--- src/hw/rtl/lpfr_pkg.sv ---
// Shared types and constants for the length-prefixed frame receiver.
// No dependencies; all other files but lpfr_ram import this package.
package lpfr_pkg;

  localparam int BYTE_W    = 8;
  localparam int LEN_W     = 9;
  localparam int IDX_OUT_W = 5;
  localparam int FLEN_W    = 6;
  localparam int CFG_IDX_W = 1;

  localparam logic [CFG_IDX_W-1:0] CFG_START_CODE = 1'b0;
  localparam logic [CFG_IDX_W-1:0] CFG_END_CODE   = 1'b1;

  localparam logic [BYTE_W-1:0] START_CODE_RST = 8'h28;
  localparam logic [BYTE_W-1:0] END_CODE_RST   = 8'h29;

  typedef struct packed {
    logic             bank;
    logic [LEN_W-1:0] len;
  } lpfr_cmd_t;

endpackage

--- src/hw/rtl/length_prefixed_frame_receiver_top.sv ---
// Top level of the length-prefixed frame receiver: front end, command queue,
// drain engine and two-bank payload RAM. Depends on lpfr_pkg and every lpfr_* design module.
//
//   Channel   Direction  Handshake             Payload
//   in        input      in_valid / in_stall   in_rx_byte
//   out       output     out_valid / out_stall out_payload_byte, out_payload_index,
//                                              out_frame_length, out_last
//   cfg       input      cfg_we                cfg_index, cfg_wdata
//
// A received byte is taken whenever in_stall is low; in_stall rises only while two
// completed frames wait to be drained, one in each RAM bank.
// A completed frame of N payload bytes leaves as N transactions; the single RAM read
// port takes no new read while the registered data of the previous one is pending.
// Reset is synchronous and needs no clearing pass; out_stall holds the output
// register and in time the drain engine, never the front end directly.
module length_prefixed_frame_receiver_top #(
  parameter int BUFFER_DEPTH = 32
) (
  input  logic                              clk,
  input  logic                              rst_n,
  input  logic                              cfg_we,
  input  logic [lpfr_pkg::CFG_IDX_W-1:0]    cfg_index,
  input  logic [lpfr_pkg::BYTE_W-1:0]       cfg_wdata,
  input  logic                              in_valid,
  output logic                              in_stall,
  input  logic [lpfr_pkg::BYTE_W-1:0]       in_rx_byte,
  output logic                              out_valid,
  input  logic                              out_stall,
  output logic [lpfr_pkg::BYTE_W-1:0]       out_payload_byte,
  output logic [lpfr_pkg::IDX_OUT_W-1:0]    out_payload_index,
  output logic [lpfr_pkg::FLEN_W-1:0]       out_frame_length,
  output logic                              out_last
);
  import lpfr_pkg::*;

  localparam int AW = $clog2(BUFFER_DEPTH);

  logic              q_full, q_head_valid, push, pop, ram_we;
  lpfr_cmd_t         push_cmd, head_cmd;
  logic [AW:0]       ram_waddr, ram_raddr;
  logic [BYTE_W-1:0] ram_wdata, ram_rdata;

  assign in_stall = q_full;

  lpfr_front #(.BUFFER_DEPTH(BUFFER_DEPTH)) u_front (
    .clk       (clk),
    .rst_n     (rst_n),
    .cfg_we    (cfg_we),
    .cfg_index (cfg_index),
    .cfg_wdata (cfg_wdata),
    .in_take   (in_valid && !q_full),
    .in_rx_byte(in_rx_byte),
    .ram_we    (ram_we),
    .ram_waddr (ram_waddr),
    .ram_wdata (ram_wdata),
    .push      (push),
    .push_cmd  (push_cmd)
  );

  lpfr_cmdq u_cmdq (
    .clk       (clk),
    .rst_n     (rst_n),
    .push      (push),
    .push_cmd  (push_cmd),
    .pop       (pop),
    .head_valid(q_head_valid),
    .head_cmd  (head_cmd),
    .full      (q_full)
  );

  lpfr_ram #(.WIDTH(BYTE_W), .DEPTH(2 ** (AW + 1))) u_ram (
    .clk  (clk),
    .we   (ram_we),
    .waddr(ram_waddr),
    .wdata(ram_wdata),
    .raddr(ram_raddr),
    .rdata(ram_rdata)
  );

  lpfr_back #(.BUFFER_DEPTH(BUFFER_DEPTH)) u_back (
    .clk              (clk),
    .rst_n            (rst_n),
    .head_valid       (q_head_valid),
    .head_cmd         (head_cmd),
    .pop              (pop),
    .ram_raddr        (ram_raddr),
    .ram_rdata        (ram_rdata),
    .out_valid        (out_valid),
    .out_stall        (out_stall),
    .out_payload_byte (out_payload_byte),
    .out_payload_index(out_payload_index),
    .out_frame_length (out_frame_length),
    .out_last         (out_last)
  );

endmodule

--- src/hw/rtl/lpfr_ram.sv ---
// Generic simple dual-port RAM: one write port, one read port with registered data.
// No dependencies.
module lpfr_ram #(
  parameter int WIDTH = 8,
  parameter int DEPTH = 64
) (
  input  logic                     clk,
  input  logic                     we,
  input  logic [$clog2(DEPTH)-1:0] waddr,
  input  logic [WIDTH-1:0]         wdata,
  input  logic [$clog2(DEPTH)-1:0] raddr,
  output logic [WIDTH-1:0]         rdata
);

  logic [WIDTH-1:0] mem_r [DEPTH];
  logic [WIDTH-1:0] rdata_r;

  always_ff @(posedge clk) begin
    if (we) begin
      mem_r[waddr] <= wdata;
    end
    rdata_r <= mem_r[raddr];
  end

  assign rdata = rdata_r;

endmodule

--- src/hw/rtl/lpfr_front.sv ---
// Front end: holds the code registers, classifies received bytes, stores payload
// bytes and posts a drain command per completed frame. Depends on lpfr_pkg.
module lpfr_front #(
  parameter int BUFFER_DEPTH = 32
) (
  input  logic                                      clk,
  input  logic                                      rst_n,
  input  logic                                      cfg_we,
  input  logic [lpfr_pkg::CFG_IDX_W-1:0]            cfg_index,
  input  logic [lpfr_pkg::BYTE_W-1:0]               cfg_wdata,
  input  logic                                      in_take,
  input  logic [lpfr_pkg::BYTE_W-1:0]               in_rx_byte,
  output logic                                      ram_we,
  output logic [$clog2(BUFFER_DEPTH):0]             ram_waddr,
  output logic [lpfr_pkg::BYTE_W-1:0]               ram_wdata,
  output logic                                      push,
  output lpfr_pkg::lpfr_cmd_t                       push_cmd
);
  import lpfr_pkg::*;

  localparam int AW      = $clog2(BUFFER_DEPTH);
  localparam int CW      = $clog2(BUFFER_DEPTH + 1);
  localparam int LEN_LIM = BUFFER_DEPTH + 1;

  logic [BYTE_W-1:0] start_code_r, end_code_r;
  logic              capturing_r, capturing_nxt;
  logic [CW-1:0]     exp_r, exp_nxt;
  logic [CW-1:0]     stored_r, stored_nxt;
  logic              wbank_r, wbank_nxt;

  always_ff @(posedge clk) begin
    if (!rst_n) begin
      start_code_r <= START_CODE_RST;
      end_code_r   <= END_CODE_RST;
    end else if (cfg_we) begin
      case (cfg_index)
        CFG_START_CODE: start_code_r <= cfg_wdata;
        CFG_END_CODE:   end_code_r   <= cfg_wdata;
        default:        ;
      endcase
    end
  end

  always_comb begin
    capturing_nxt = capturing_r;
    exp_nxt       = exp_r;
    stored_nxt    = stored_r;
    wbank_nxt     = wbank_r;
    ram_we        = 1'b0;
    push          = 1'b0;
    if (in_take) begin
      if (exp_r == '0) begin
        if (in_rx_byte == start_code_r) begin
          capturing_nxt = 1'b1;
          stored_nxt    = '0;
        end else if (capturing_r) begin
          if (in_rx_byte == '0 || int'(in_rx_byte) > LEN_LIM) begin
            capturing_nxt = 1'b0;
          end else begin
            exp_nxt = CW'(in_rx_byte) - CW'(1);
          end
        end
      end else if (stored_r >= exp_r) begin
        if (in_rx_byte == end_code_r) begin
          push      = 1'b1;
          wbank_nxt = ~wbank_r;
        end
        capturing_nxt = 1'b0;
        exp_nxt       = '0;
      end else begin
        ram_we     = 1'b1;
        stored_nxt = stored_r + CW'(1);
      end
    end
  end

  assign ram_waddr     = {wbank_r, stored_r[AW-1:0]};
  assign ram_wdata     = in_rx_byte;
  assign push_cmd.bank = wbank_r;
  assign push_cmd.len  = LEN_W'(stored_r);

  always_ff @(posedge clk) begin
    if (!rst_n) begin
      capturing_r <= 1'b0;
      exp_r       <= '0;
      stored_r    <= '0;
      wbank_r     <= 1'b0;
    end else begin
      capturing_r <= capturing_nxt;
      exp_r       <= exp_nxt;
      stored_r    <= stored_nxt;
      wbank_r     <= wbank_nxt;
    end
  end

endmodule

--- src/hw/rtl/lpfr_cmdq.sv ---
// Two-entry command queue between the front end and the drain engine.
// Depends on lpfr_pkg for the command type.
module lpfr_cmdq (
  input  logic                clk,
  input  logic                rst_n,
  input  logic                push,
  input  lpfr_pkg::lpfr_cmd_t push_cmd,
  input  logic                pop,
  output logic                head_valid,
  output lpfr_pkg::lpfr_cmd_t head_cmd,
  output logic                full
);
  import lpfr_pkg::*;

  lpfr_cmd_t   ent_r [2];
  logic        wptr_r, rptr_r;
  logic [1:0]  cnt_r, cnt_nxt;

  always_comb begin
    cnt_nxt = cnt_r;
    if (push && !pop) begin
      cnt_nxt = cnt_r + 2'd1;
    end else if (pop && !push) begin
      cnt_nxt = cnt_r - 2'd1;
    end
  end

  always_ff @(posedge clk) begin
    if (push) begin
      ent_r[wptr_r] <= push_cmd;
    end
  end

  always_ff @(posedge clk) begin
    if (!rst_n) begin
      wptr_r <= 1'b0;
      rptr_r <= 1'b0;
      cnt_r  <= 2'd0;
    end else begin
      if (push) begin
        wptr_r <= ~wptr_r;
      end
      if (pop) begin
        rptr_r <= ~rptr_r;
      end
      cnt_r <= cnt_nxt;
    end
  end

  assign head_valid = (cnt_r != 2'd0);
  assign head_cmd   = ent_r[rptr_r];
  assign full       = (cnt_r == 2'd2);

endmodule

--- src/hw/rtl/lpfr_back.sv ---
// Drain engine: walks the stored payload of each queued frame through the RAM
// read port into the output register. Depends on lpfr_pkg.
module lpfr_back #(
  parameter int BUFFER_DEPTH = 32
) (
  input  logic                               clk,
  input  logic                               rst_n,
  input  logic                               head_valid,
  input  lpfr_pkg::lpfr_cmd_t                head_cmd,
  output logic                               pop,
  output logic [$clog2(BUFFER_DEPTH):0]      ram_raddr,
  input  logic [lpfr_pkg::BYTE_W-1:0]        ram_rdata,
  output logic                               out_valid,
  input  logic                               out_stall,
  output logic [lpfr_pkg::BYTE_W-1:0]        out_payload_byte,
  output logic [lpfr_pkg::IDX_OUT_W-1:0]     out_payload_index,
  output logic [lpfr_pkg::FLEN_W-1:0]        out_frame_length,
  output logic                               out_last
);
  import lpfr_pkg::*;

  localparam int AW = $clog2(BUFFER_DEPTH);

  logic [AW-1:0]        idx_r;
  logic                 rd_pend_r;
  logic [AW-1:0]        m_idx_r;
  logic [LEN_W-1:0]     m_len_r;
  logic                 m_last_r;
  logic                 out_valid_r;
  logic [BYTE_W-1:0]    out_byte_r;
  logic [IDX_OUT_W-1:0] out_idx_r;
  logic [FLEN_W-1:0]    out_len_r;
  logic                 out_last_r;
  logic                 issue;
  logic                 is_last;

  assign issue     = head_valid && !rd_pend_r && (!out_valid_r || !out_stall);
  assign is_last   = (LEN_W'(idx_r) == head_cmd.len - LEN_W'(1));
  assign pop       = issue && is_last;
  assign ram_raddr = {head_cmd.bank, idx_r};

  always_ff @(posedge clk) begin
    if (issue) begin
      m_idx_r  <= idx_r;
      m_len_r  <= head_cmd.len;
      m_last_r <= is_last;
    end
    if (rd_pend_r) begin
      out_byte_r <= ram_rdata;
      out_idx_r  <= IDX_OUT_W'(m_idx_r);
      out_len_r  <= FLEN_W'(m_len_r);
      out_last_r <= m_last_r;
    end
  end

  always_ff @(posedge clk) begin
    if (!rst_n) begin
      idx_r       <= '0;
      rd_pend_r   <= 1'b0;
      out_valid_r <= 1'b0;
    end else begin
      rd_pend_r <= issue;
      if (issue) begin
        idx_r <= is_last ? '0 : idx_r + AW'(1);
      end
      if (rd_pend_r) begin
        out_valid_r <= 1'b1;
      end else if (!out_stall) begin
        out_valid_r <= 1'b0;
      end
    end
  end

  assign out_valid         = out_valid_r;
  assign out_payload_byte  = out_byte_r;
  assign out_payload_index = out_idx_r;
  assign out_frame_length  = out_len_r;
  assign out_last          = out_last_r;

endmodule

--- config.mk ---
export PLATFORM = sky130hd
export DESIGN_NAME = length_prefixed_frame_receiver_top
export DESIGN_NICKNAME = d
export VERILOG_FILES = /design/src/hw/rtl/lpfr_pkg.sv /design/src/hw/rtl/length_prefixed_frame_receiver_top.sv /design/src/hw/rtl/lpfr_ram.sv /design/src/hw/rtl/lpfr_front.sv /design/src/hw/rtl/lpfr_cmdq.sv /design/src/hw/rtl/lpfr_back.sv
export SDC_FILE = /design/constraint.sdc
export NUM_CORES = 1
export LEC_CHECK = 0
export BUFFER_PORTS_ARGS = -buffer_cell sky130_fd_sc_hd__buf_4
export CAP_MARGIN = 20
export CORE_UTILIZATION = 27
export CTS_BUF_LIST = sky130_fd_sc_hd__clkbuf_8
export CTS_CLUSTER_DIAMETER = 120
export DETAILED_ROUTE_END_ITERATION = 7
export GPL_TIMING_DRIVEN = 0
export PLACE_DENSITY = 0.51
export SLEW_MARGIN = 20
export SYNTH_ARGS = -nofsm -noshare
export SYNTH_HDL_FRONTEND = slang
export SYNTH_HIERARCHICAL = 1
export SYNTH_SLANG_ARGS = --single-unit
--- constraint.sdc ---
create_clock -name clk -period 3.1 [get_ports clk]
set_input_delay 0 -clock clk [delete_from_list [all_inputs] [get_ports clk]]
set_output_delay 0 -clock clk [all_outputs]
set_load 0.005 [all_outputs]
==> results of run 1 <==
==> worst max-delay path by stage <==
stage / start / to / slack, ns / depth (start not counted)
detailed placement: u_front/stored_r[0]$_SDFFE_PN0P_ / u_ram/mem_r[15][1]$_DFFE_PP_ / -1.24 / 8
finish: flip-flop / u_cmdq/cnt_r[1]$_SDFFE_PN0P_ / 0.05 / 13
CTS: u_front/stored_r[0]$_SDFFE_PN0P_ / u_ram/mem_r[22][5]$_DFFE_PP_ / 0.004 / 10
floorplan: flip-flop / u_cmdq/cnt_r[1]$_SDFFE_PN0P_ / 0.0006 / 12
global route: flip-flop / u_cmdq/cnt_r[1]$_SDFFE_PN0P_ / -0.12 / 13
global placement: u_front/stored_r[0]$_SDFFE_PN0P_ / u_ram/mem_r[14][3]$_DFFE_PP_ / -1.19 / 9
==> power by group through the flow <==
stage               logic [W]  registers, W  clock network (W)
floorplan            0.000129       0.00921                  0
global placement     0.000224       0.00921                  0
detailed placement   0.000235       0.00922                  0
CTS                  0.000273       0.00904            0.00672
global route         0.000296       0.00904            0.00706
finish               0.000266       0.00904            0.00652
==> area by class of cell <==
cell class / count / area (µm²)
Buffer: 84 / 587
Fill cell: 8687 / 60400
Antenna cell: 1 / 2.50
Tap cell: 1176 / 1470
Clock buffer: 102 / 1400
Timing Repair Buffer: 110 / 1100
Sequential cell: 614 / 17900
Clock inverter: 78 / 428
Multi-Input combinational cell: 611 / 6650
Inverter: 16 / 65.1
==> layer usage <==
metal  routed length [µm]  global-route usage  vias up  share of wire
met5                    0                   0        -              0
met4                 1380              0.0426        0          0.022
met3                 3910              0.0294       83          0.063
met2                30900               0.230      404           0.50
met1                25900               0.175     6882           0.42
li1                     -                   -     5729              -
==> logic make-up (layout without fill, tap and decap cells) <==
| family | count (synthesis) | after routing | synth area share |
|---|---|---|---|
| muxes | 174 | 174 | 0.137 |
| DFF | 614 | 614 | 0.732 |
| adders and majority gates | 13 | 13 | 0.00664 |
| and+or+nand+nor | 279 | 279 | 0.0542 |
| other | 1 | 4 | 0.000153 |
| buffers and inverters | 100 | 390 | 0.0245 |
| xor gates and xnor gates | 34 | 34 | 0.0131 |
| AOI/OAI and AO/OA | 108 | 108 | 0.0330 |
==> worst min-delay path, delay by kind of cell <==
family / cells / cell delay, ns
buffers and inverters: 2 / 0.63
AOI/OAI and AO/OA: 1 / 0.10
and+or+nand+nor: 1 / 0.04
==> what timing repair did <==
item	in CTS	in global routing
pin swaps	14	20
resized for setup	159	34
hold buffers	40	0
setup buffers	20	9
setup endpoints to repair	533	391
endpoints found under the hold margin	332	0
==> cell usage after synthesis, types with 16 or more instances <==
library cell	instances	area share
a21oi_1	20	0.0041
buf_4	33	0.010
clkbuf_1	25	0.0038
dfxtp_1	50	0.041
edfxtp_1	564	0.69
inv_1	16	0.0025
mux2_2	23	0.011
mux2i_1	25	0.010
mux4_2	126	0.12
nand2_1	66	0.010
nand3_1	21	0.0043
nor2_1	102	0.016
nor2b_1	18	0.0046
xor2_1	16	0.0057
==> through the flow <==
| step | hold slack [ns] | setup WS [ns] | util | cells |
|---|---|---|---|---|
| after floorplan | 0.118 | 0.000562 | - | 1325 |
| after global routing | 0.116 | -0.115 | 0.329 | 2792 |
| after detailed placement | 0.234 | -1.24 | 0.292 | 2542 |
| after CTS | 0.0673 | 0.00426 | 0.326 | 2782 |
| final | 0.131 | 0.0459 | 0.329 | 2792 |
| after global placement | 0.238 | -1.19 | 0.292 | 2540 |
==> registers in the layout, summed over array words and instances (netlist names), 2 cells and up, named ones only <==
name,count
u_cmdq/ent_r,20
u_back/m_len_r,6
u_back/out_frame_length,6
u_front/stored_r,6
u_back/out_payload_index,5
u_back/out_payload_byte,8
u_ram/mem_r,512
u_back/idx_r,5
u_front/end_code_r,8
u_front/exp_r,6
u_ram/rdata,8
u_back/m_idx_r,5
u_front/start_code_r,8
u_cmdq/cnt_r,2
==> impl_metrics.yaml, run 1 <==
cts:
  cts.sinks: 614
  cts_buffers: 98
  clock_path_buffers: 3
  cts_tree: "done"
  clock_latency_ns: 0.71
  root_buffer: "clkbuf_8"
  ctsHtreeMaxLevel: 3
  clk_pin_slew_ns: 0.06
global_route:
  grt_pass1_wl_um: 90700
  grt-ovfl-total: 0
  grt_usage: 0.137
  antenna_found_initial: 1
  grt_max_degree: 65
  grt_pass1_vias: 13500
placement:
  place_congestion: 0.800
  place_area_um2: 26300
  post-dp-hpwl_um: 39600
  portBuffers: 39
critical_path:
  crit_fanout: 8
  cpMostUsedCell: "ha_4"
  critPathBufInv: 3
  arrival_ns: 3.67
  reg2reg_depth: 13
  critPathMaxStageDelay_ns: 0.42
  timing.critical_path.required_ns: 3.72
  crit_path_cell_trace: "buf_6 -> mux2_4 -> inv_4 -> ha_4 -> xnor2_2 -> a211o_1 -> a2111o_1 -> nor4_4 -> inv_2 -> ha_4 -> xor2_2 -> or3_1 -> a21boi_1"
  crit_path_start_kind: "flip-flop"
  crit_path_end_kind: "flip-flop"
  r2r-end: "u_cmdq/cnt_r[1]$_SDFFE_PN0P_"
  worst_path_max_delay_cell: "a2111o_1"
  crit_type: "flip-flop to flip-flop"
  rrSetupSlack_ns: 0.05
  cp_top_family: "compound AO/OA/AOI/OAI gates"
sta:
  hold_viol_final: 0
  fmax_mhz: 327
  fin_crit_ns: 3.05
  fin_skew_ns: 0.0402
  setup_viol: 0
  slew_viol_final: 0
  max-slew-margin-rel: 0.411
  rsz0062_at_grt: "yes"
  tns_ns: 0
  post-route-period-util: 0.985
  tightest_slew_ns: 0.884
power_and_ir_drop:
  pwr-share-seq: 0.571
  pwr-share-clk: 0.412
  p_leak_nw: 9.15
  switchingPower_w: 0.00345
  fin_total_pwr_w: 0.0158
  p_per_area_nw_per_um2: 534
  swShare: 0.218
  irDropWorstVdd_mv: 0.316
  combPwrFrac: 0.017
  p_int_w: 0.0124
layout:
  fin_area_um2: 29700
  syn_to_final_growth_pct: 21.0
  mostFrequentLayoutCell: "edfxtp_1"
  drive_above_1_share: 0.326
  final_nets: 1570
  final_cell_mix: "edfxtp_1, mux4_2, clkbuf_8"
yosys:
  synth-seq-cells: 614
  ys.flop_type: "edfxtp_1"
  synth-edff-count: 564
  async_reset_ff_frac: 0
  ys_warn_count: 6
  synthCells: 1323
  synth_cell_type_count: 67
  synth.avg_cell_area_um2: 18.5
  syn_area_um2: 24500
  synth_seq_area_share: 0.732
floorplan:
  ios: 44
  dieArea_um2: 92000
  start_util: 0.272
  die_h_um: 303
  dieWidth_um: 303
  core-area_um2: 90000
  rows: 110
hold_path:
  whs_endpoint: "u_front/start_code_r[2]$_SDFFE_PN0P_"
  worstHoldStart: "cfg_wdata[2]"
  hp-class: "input port to flip-flop"
  whs_path_depth: 4
routing:
  initialDrtViolationCount: 968
  avgViaCountPerCell: 4.69
  vias: 13100
  wl_um: 62100
  final_antenna_net_count: 0
  first_pass_iters: 6
  wl_per_cell_um: 22.2
  drc_errors: 0
status:
  status: "finished clean"
flow_run:
  drv_cap: 0
Note: power is estimated with default switching activity, not from simulation.
==> inputs of run 2 (changes only) <==
--- a/config.mk
+++ b/config.mk
@@ -5,6 +5,7 @@
 export SDC_FILE = /design/constraint.sdc
 export NUM_CORES = 1
 export LEC_CHECK = 0
+export ABC_AREA = 1
 export BUFFER_PORTS_ARGS = -buffer_cell sky130_fd_sc_hd__buf_4
 export CAP_MARGIN = 20
 export CORE_UTILIZATION = 27
==> run 2 against run 1 <==
  * Synthesized cell count grew 74%
  * Via count increased by 37%
  * Maximum frequency grew 5.5%
  * Highest routed layer is now met5
==> impl_metrics.yaml, run 2 <==
cts:
  cts.sinks: 614
  cts_tree: "done"
  clk_pin_slew_ns: 0.06
  cts_buffers: 102
  clock_latency_ns: 0.70
  ctsHtreeMaxLevel: 3
  clock_path_buffers: 3
  root_buffer: "clkbuf_8"
critical_path:
  crit_path_start_kind: "flip-flop"
  reg2reg_from: "u_front/stored_r[0]$_SDFFE_PN0P_"
  crit_path_cell_trace: "inv_1 -> ha_1 -> inv_1 -> a21boi_0 -> o21ai_0 -> nand2_1 -> nand2_4 -> nand2_4 -> nand2_1 -> dlygate4sd3_1 -> nand2_1 -> nand2_1 -> dlygate4sd3_1 -> nor2_1"
  arrival_ns: 3.53
  critPathMaxStageDelay_ns: 0.55
  timing.critical_path.required_ns: 3.74
  cp-startpoint: "u_front/stored_r[0]$_SDFFE_PN0P_"
  cpMostUsedCell: "nand2_1"
  crit_path_end_kind: "flip-flop"
  worst_path_max_delay_cell: "dlygate4sd3_1"
  cp_top_family: "buffers and inverters"
  crit_fanout: 8
  critPathBufInv: 4
  crit_type: "flip-flop to flip-flop"
yosys:
  synth-seq-cells: 614
  ys_top_cells_by_area: "edfxtp_1, nand2_1, nand3_1"
  synthCells: 2302
  synth-edff-count: 564
  ys.flop_type: "edfxtp_1"
  synth_common_cells: "nand2_1, edfxtp_1, nand3_1"
  async_reset_ff_frac: 0
  synth_cell_type_count: 43
  synth.avg_cell_area_um2: 11.3
  syn_area_um2: 26000
  ys_warn_count: 6
  synth_seq_area_share: 0.691
  yosysTopAreaCell: "edfxtp_1"
  yosysMostFrequentCell: "nand2_1"
  yosys.area.top_type_share: 0.652
floorplan:
  ios: 44
  dieWidth_um: 312
  die_h_um: 312
  start_util: 0.273
  core-area_um2: 95200
  rows: 113
  dieArea_um2: 97400
layout:
  final_nets: 2561
  mostFrequentLayoutCell: "nand2_1"
  largest_registers: "u_ram/mem_r x512, u_cmdq/ent_r x20"
  drive_above_1_share: 0.166
  syn_to_final_growth_pct: 19.3
  final_cell_mix: "nand2_1, edfxtp_1, nand3_1"
  fill_cells: 9641
  largest-register: "u_ram/mem_r"
  fin_util: 0.326
  largest_reg_flops: 512
global_route:
  grt_pass1_wl_um: 112000
  grt_most_used_layer: "met2"
  grt-ovfl-total: 0
  grt_pass1_vias: 17000
  use_met1: 0.207
  use_met3: 0.0269
  grt_usage: 0.154
  grt_max_degree: 65
  antenna_found_initial: 2
  met2_usage: 0.251
status:
  status: "finished clean"
sta:
  post-route-period-util: 0.934
  fin_skew_ns: 0.0421
  hold_viol_final: 0
  fmax_mhz: 346
  rsz0062_at_grt: "no"
  max-slew-margin-rel: 0.378
  tightest_slew_ns: 0.933
  setup_viol: 0
  worst_slack_ns: 0.206
  slew_viol_final: 0
  fin_crit_ns: 2.89
routing:
  vias: 18000
  first_pass_iters: 7
  final_antenna_net_count: 0
  wl_per_cell_um: 19.6
  avgViaCountPerCell: 4.64
  initialDrtViolationCount: 1479
  drc_errors: 0
  wl_um: 75900
placement:
  place_ws_ns: -0.941
  portBuffers: 41
  post-dp-hpwl_um: 50000
  place_congestion: 0.908
power_and_ir_drop:
  p_leak_nw: 11.3
  irDropWorstVdd_mv: 0.329
  p_per_area_nw_per_um2: 560
flow_run:
  drv_cap: 0
hold_path:
  worstHoldStart: "cfg_wdata[5]"
  hp-class: "input port to flip-flop"
==> run 2: cell count changes after synthesis, sizes merged, moves of 9 or more <==
cell	before	now
buf	59	125
clkbuf	25	16
inv	16	69
mux2	23	10
mux2i	25	0
mux4	126	0
nand2	66	751
nand2b	11	0
nand3	21	469
nand4	8	17
nor2	102	128
nor2b	19	0
nor3	17	5
==> run 2: path summary, 6_finish.rpt <==
path                                     endpoint  slack, ns  cells after the start
max                 u_front/exp_r[4]$_SDFFE_PN0P_       0.21                     14
min          u_front/start_code_r[5]$_SDFFE_PN1P_       0.10                      4
max reg2reg         u_front/exp_r[4]$_SDFFE_PN0P_       0.21                     14
min reg2reg  u_back/out_payload_byte[1]$_DFFE_PP_       0.40                      0
==> run 2: worst reg2reg max path, stage by stage (launching register included) <==
cell,delay (ns)
dfxtp_1,0.39
inv_1,0.14
ha_1,0.30
inv_1,0.03
a21boi_0,0.15
o21ai_0,0.09
nand2_1,0.17
nand2_4,0.13
nand2_4,0.10
nand2_1,0.04
dlygate4sd3_1,0.55
nand2_1,0.06
nand2_1,0.05
dlygate4sd3_1,0.55
nor2_1,0.08
==> run 2: metrics by stage <==
| step | setup TNS (ns) | cells | instance area [µm²] | hold slack [ns] | power (W) |
|---|---|---|---|---|---|
| floorplan | 0 | 2304 | 26000 | 0.113 | 0.0100 |
| global placement | -354.78 | 3610 | 27900 | 0.220 | 0.0104 |
| detailed placement | -316.41 | 3619 | 28000 | 0.222 | 0.0104 |
| CTS | 0 | 3867 | 30900 | 0.0507 | 0.0175 |
| global route | 0 | 3875 | 31000 | 0.0616 | 0.0180 |
| finish | 0 | 3875 | 31000 | 0.102 | 0.0173 |
==> run 2: layout make-up <==
cell class | instances | area (µm²) | share of cell area
Sequential cell | 614 | 17900 | 0.579
Multi-Input combinational cell | 1478 | 7130 | 0.230
Tap cell | 1265 | 1580 | 0.0511
Clock buffer | 113 | 1560 | 0.0502
Timing Repair Buffer | 119 | 1020 | 0.0328
Buffer | 140 | 1020 | 0.0328
Clock inverter | 74 | 455 | 0.0147
Inverter | 71 | 274 | 0.00885
Antenna cell | 1 | 2.50 | 0.0000808
==> run 2: per-layer routing <==
| layer | vias to the layer above | share of wire |
|---|---|---|
| met5 | - | 0.00017 |
| met1 | 8873 | 0.44 |
| met4 | 2 | 0.026 |
| met3 | 129 | 0.054 |
| li1 | 8428 | - |
| met2 | 546 | 0.48 |
==> run 2: what timing repair did <==
item / in CTS / in global routing
hold buffers: 44 / 0
gates cloned: 0 / 0
pin swaps: 6 / 4
endpoints found under the setup margin: 512 / 52
endpoints found under the hold margin: 182 / 0
gates resized for setup: 84 / 16
setup buffers: 18 / 7
==> run 2: cells by family (layout without fill, tap and decap cells) <==
| family | Yosys count | count (layout) | share of synthesized area |
|---|---|---|---|
| adders and majority gates | 13 | 13 | 0.00626 |
| other | 1 | 4 | 0.000144 |
| xor gates and xnor gates | 23 | 23 | 0.00776 |
| AOI/OAI and AO/OA | 47 | 47 | 0.00992 |
| muxes | 10 | 10 | 0.00578 |
| buffers and inverters | 212 | 517 | 0.0498 |
| and+or+nand+nor | 1382 | 1382 | 0.230 |
| DFF | 614 | 614 | 0.691 |
==> run 2: report_power, final <==
| group | switching [W] | internal [W] | total (W) | leakage [nW] |
|---|---|---|---|---|
| Sequential | 0.0000389 | 0.00911 | 0.00915 | 5.51 |
| Combinational | 0.000799 | 0.000409 | 0.00121 | 4.62 |
| Clock | 0.00322 | 0.00376 | 0.00698 | 1.17 |
==> inputs of run 3 (changes only) <==
--- a/config.mk
+++ b/config.mk
@@ -8,6 +8,7 @@
 export ABC_AREA = 1
 export BUFFER_PORTS_ARGS = -buffer_cell sky130_fd_sc_hd__buf_4
 export CAP_MARGIN = 20
+export CORE_MARGIN = 2
 export CORE_UTILIZATION = 27
 export CTS_BUF_LIST = sky130_fd_sc_hd__clkbuf_8
 export CTS_CLUSTER_DIAMETER = 120
==> run 3 against run 2 <==
  * Clock-buffer cell count shrank 4
  * Non-clock buffer count grew 4
  * Combinational power shrank 5%
  * Register-to-register slack is essentially flat
==> impl_metrics.yaml, run 3 (same netlist as run 2, synthesis figures left out) <==
critical_path:
  crit_cells: 11
  critPathMaxStageDelay_ns: 0.51
  critPathBufInv: 3
  cp-startpoint: "u_front/stored_r[3]$_SDFFE_PN0P_"
  crit_path_end_kind: "flip-flop"
  rrSetupSlack_ns: 0.20
  cpMostUsedCell: "nand2_1"
  worst_path_max_delay_cell: "dfxtp_1"
  crit_type: "flip-flop to flip-flop"
  crit_path_cell_trace: "ha_1 -> a21oi_1 -> o21a_1 -> nand2_1 -> nor2_1 -> nand2_1 -> inv_4 -> nand4_1 -> buf_4 -> nor4_4 -> clkbuf_4"
  reg2reg_depth: 11
  crit_path_start_kind: "flip-flop"
  reg2reg_from: "u_front/stored_r[3]$_SDFFE_PN0P_"
  arrival_ns: 3.26
  crit_fanout: 10
  crit_path_end: "u_ram/mem_r[49][4]$_DFFE_PP_"
  cp_top_family: "simple AND/OR/NAND/NOR gates"
  r2r-end: "u_ram/mem_r[49][4]$_DFFE_PP_"
  timing.critical_path.required_ns: 3.47
power_and_ir_drop:
  p_leak_nw: 11.3
  p_per_area_nw_per_um2: 542
  irDropWorstVdd_mv: 0.300
  swShare: 0.241
  pwr-share-clk: 0.384
  combPwrFrac: 0.069
  p_int_w: 0.0127
  switchingPower_w: 0.00404
  pwr-share-seq: 0.547
placement:
  portBuffers: 41
  post-dp-hpwl_um: 50100
  place_ws_ns: -0.889
  place_congestion: 0.885
sta:
  tightest_slew_ns: 0.894
  slew_viol_final: 0
  fin_skew_ns: 0.0603
  post-route-period-util: 0.934
  hold_viol_final: 0
  whs_ns: 0.127
  worst_slack_ns: 0.204
  max-slew-margin-rel: 0.404
  fin_crit_ns: 2.90
  setup_viol: 0
  fmax_mhz: 345
routing:
  initialDrtViolationCount: 1549
  routed-wl-met3_um: 4310
  wl_met1_um: 33300
  vias: 17900
  avgViaCountPerCell: 4.62
  final_antenna_net_count: 0
  top_layer: "met4"
  wl_met2_um: 36400
  first_pass_iters: 6
  drc_errors: 0
  wl_per_cell_um: 19.5
  wl_um: 75600
hold_path:
  hp-class: "input port to flip-flop"
global_route:
  antenna_found_initial: 3
  grt_max_degree: 65
  grt_pass1_vias: 16900
  grt-ovfl-total: 0
  grt_pass1_wl_um: 111000
  grt_usage: 0.151
floorplan:
  rows: 113
  ios: 44
  start_util: 0.273
  dieWidth_um: 314
  dieArea_um2: 98700
  die_h_um: 314
  core-area_um2: 95200
cts:
  root_buffer: "clkbuf_8"
  clock_latency_ns: 0.71
  ctsHtreeMaxLevel: 3
  cts_tree: "done"
  clk_pin_slew_ns: 0.06
  clock_path_buffers: 3
  cts.sinks: 614
  cts_buffers: 104
layout:
  final_nets: 2568
  mostFrequentLayoutCell: "nand2_1"
  drive_above_1_share: 0.165
  final_cell_mix: "nand2_1, edfxtp_1, nand3_1"
  largest-register: "u_ram/mem_r"
  syn_to_final_growth_pct: 18.8
  largest_reg_flops: 512
  largest_registers: "u_ram/mem_r x512, u_cmdq/ent_r x20"
flow_run:
  drv_cap: 0
status:
  status: "finished clean"
-- run 3: changes by cell type in the layout (fill, tap and decap cells not counted), sizes merged --
cell         previous run  this run
clkinv                 27        20
dlygate4sd3            44        43
inv                   111       117
clkinvlp                2         4
buf                   199       203
clkbuf                129       126
bufinv                  5         0
diode                   1         2
-- run 3: per-layer routing --
layer  track usage  vias to the layer above
met3        0.0264                      114
met2         0.251                      527
met4        0.0396                        0
met1         0.204                     8790
met5             0                        -
li1              -                     8444
-- run 3: power by group through the flow --
stage,sequential [W],combinational [W],clock (W)
floorplan,0.00931,0.000725,0
global placement,0.00932,0.00104,0
detailed placement,0.00932,0.00106,0
CTS,0.00915,0.00115,0.00662
global route,0.00916,0.00129,0.00695
finish,0.00915,0.00115,0.00643
-- run 3: worst min-delay path by stage --
stage / startpoint / end / slack [ns] / depth (start not counted)
2_1_floorplan: cfg_wdata[0] / u_front/end_code_r[0]$_SDFFE_PN1P_ / 0.11 / 2
3_3_place_gp: cfg_wdata[0] / u_front/end_code_r[0]$_SDFFE_PN1P_ / 0.22 / 3
3_5_place_dp: cfg_wdata[0] / u_front/end_code_r[0]$_SDFFE_PN1P_ / 0.23 / 3
4_1_cts: cfg_wdata[7] / u_front/end_code_r[7]$_SDFFE_PN0P_ / 0.07 / 4
5_1_grt: cfg_wdata[2] / u_front/end_code_r[2]$_SDFFE_PN0P_ / 0.11 / 4
6_report: cfg_wdata[7] / u_front/end_code_r[7]$_SDFFE_PN0P_ / 0.13 / 4
-- run 3: per-stage QoR --
step	cell area [µm²]	TNS [ns]	total power, W	util	cells
after global placement	27900	-335.28	0.0104	0.293	3610
after detailed placement	28000	-291.35	0.0104	0.294	3618
after floorplan	26000	0	0.0100	-	2304
after global routing	30900	-0.141	0.0174	0.324	3872
after CTS	30500	-17.50	0.0169	0.321	3851
final	30900	0	0.0167	0.324	3872
-- run 3: what timing repair did --
| action | 4_1_cts | 5_1_grt |
|---|---|---|
| endpoints found under the setup margin | 512 | 390 |
| buffers inserted | 13 | 18 |
| hold buffers | 43 | 0 |
| pin swaps | 5 | 8 |
| cloned | 0 | 1 |
| hold endpoints to repair | 182 | 0 |
| gates resized for setup | 67 | 41 |
-- run 3: worst reg2reg max path, delay by kind of cell, from the launching register on --
family / cells / cell delay [ns]
buffers and inverters: 3 / 0.65
flip-flops: 1 / 0.51
adder cells (fa/ha/maj): 1 / 0.30
AND/OR/NAND/NOR: 5 / 0.84
AO/OA/AOI/OAI: 2 / 0.26
-- run 3: area by class of cell --
class / instances / area (µm²)
Sequential cell: 614 / 17900
Timing Repair Buffer: 123 / 1060
Fill cell: 9639 / 64300
Timing Repair inverter: 1 / 7.51
Clock inverter: 69 / 304
Multi-Input combinational cell: 1478 / 7160
Tap cell: 1265 / 1580
Inverter: 71 / 278
Buffer: 140 / 1020
Clock buffer: 109 / 1500
Antenna cell: 2 / 5.00
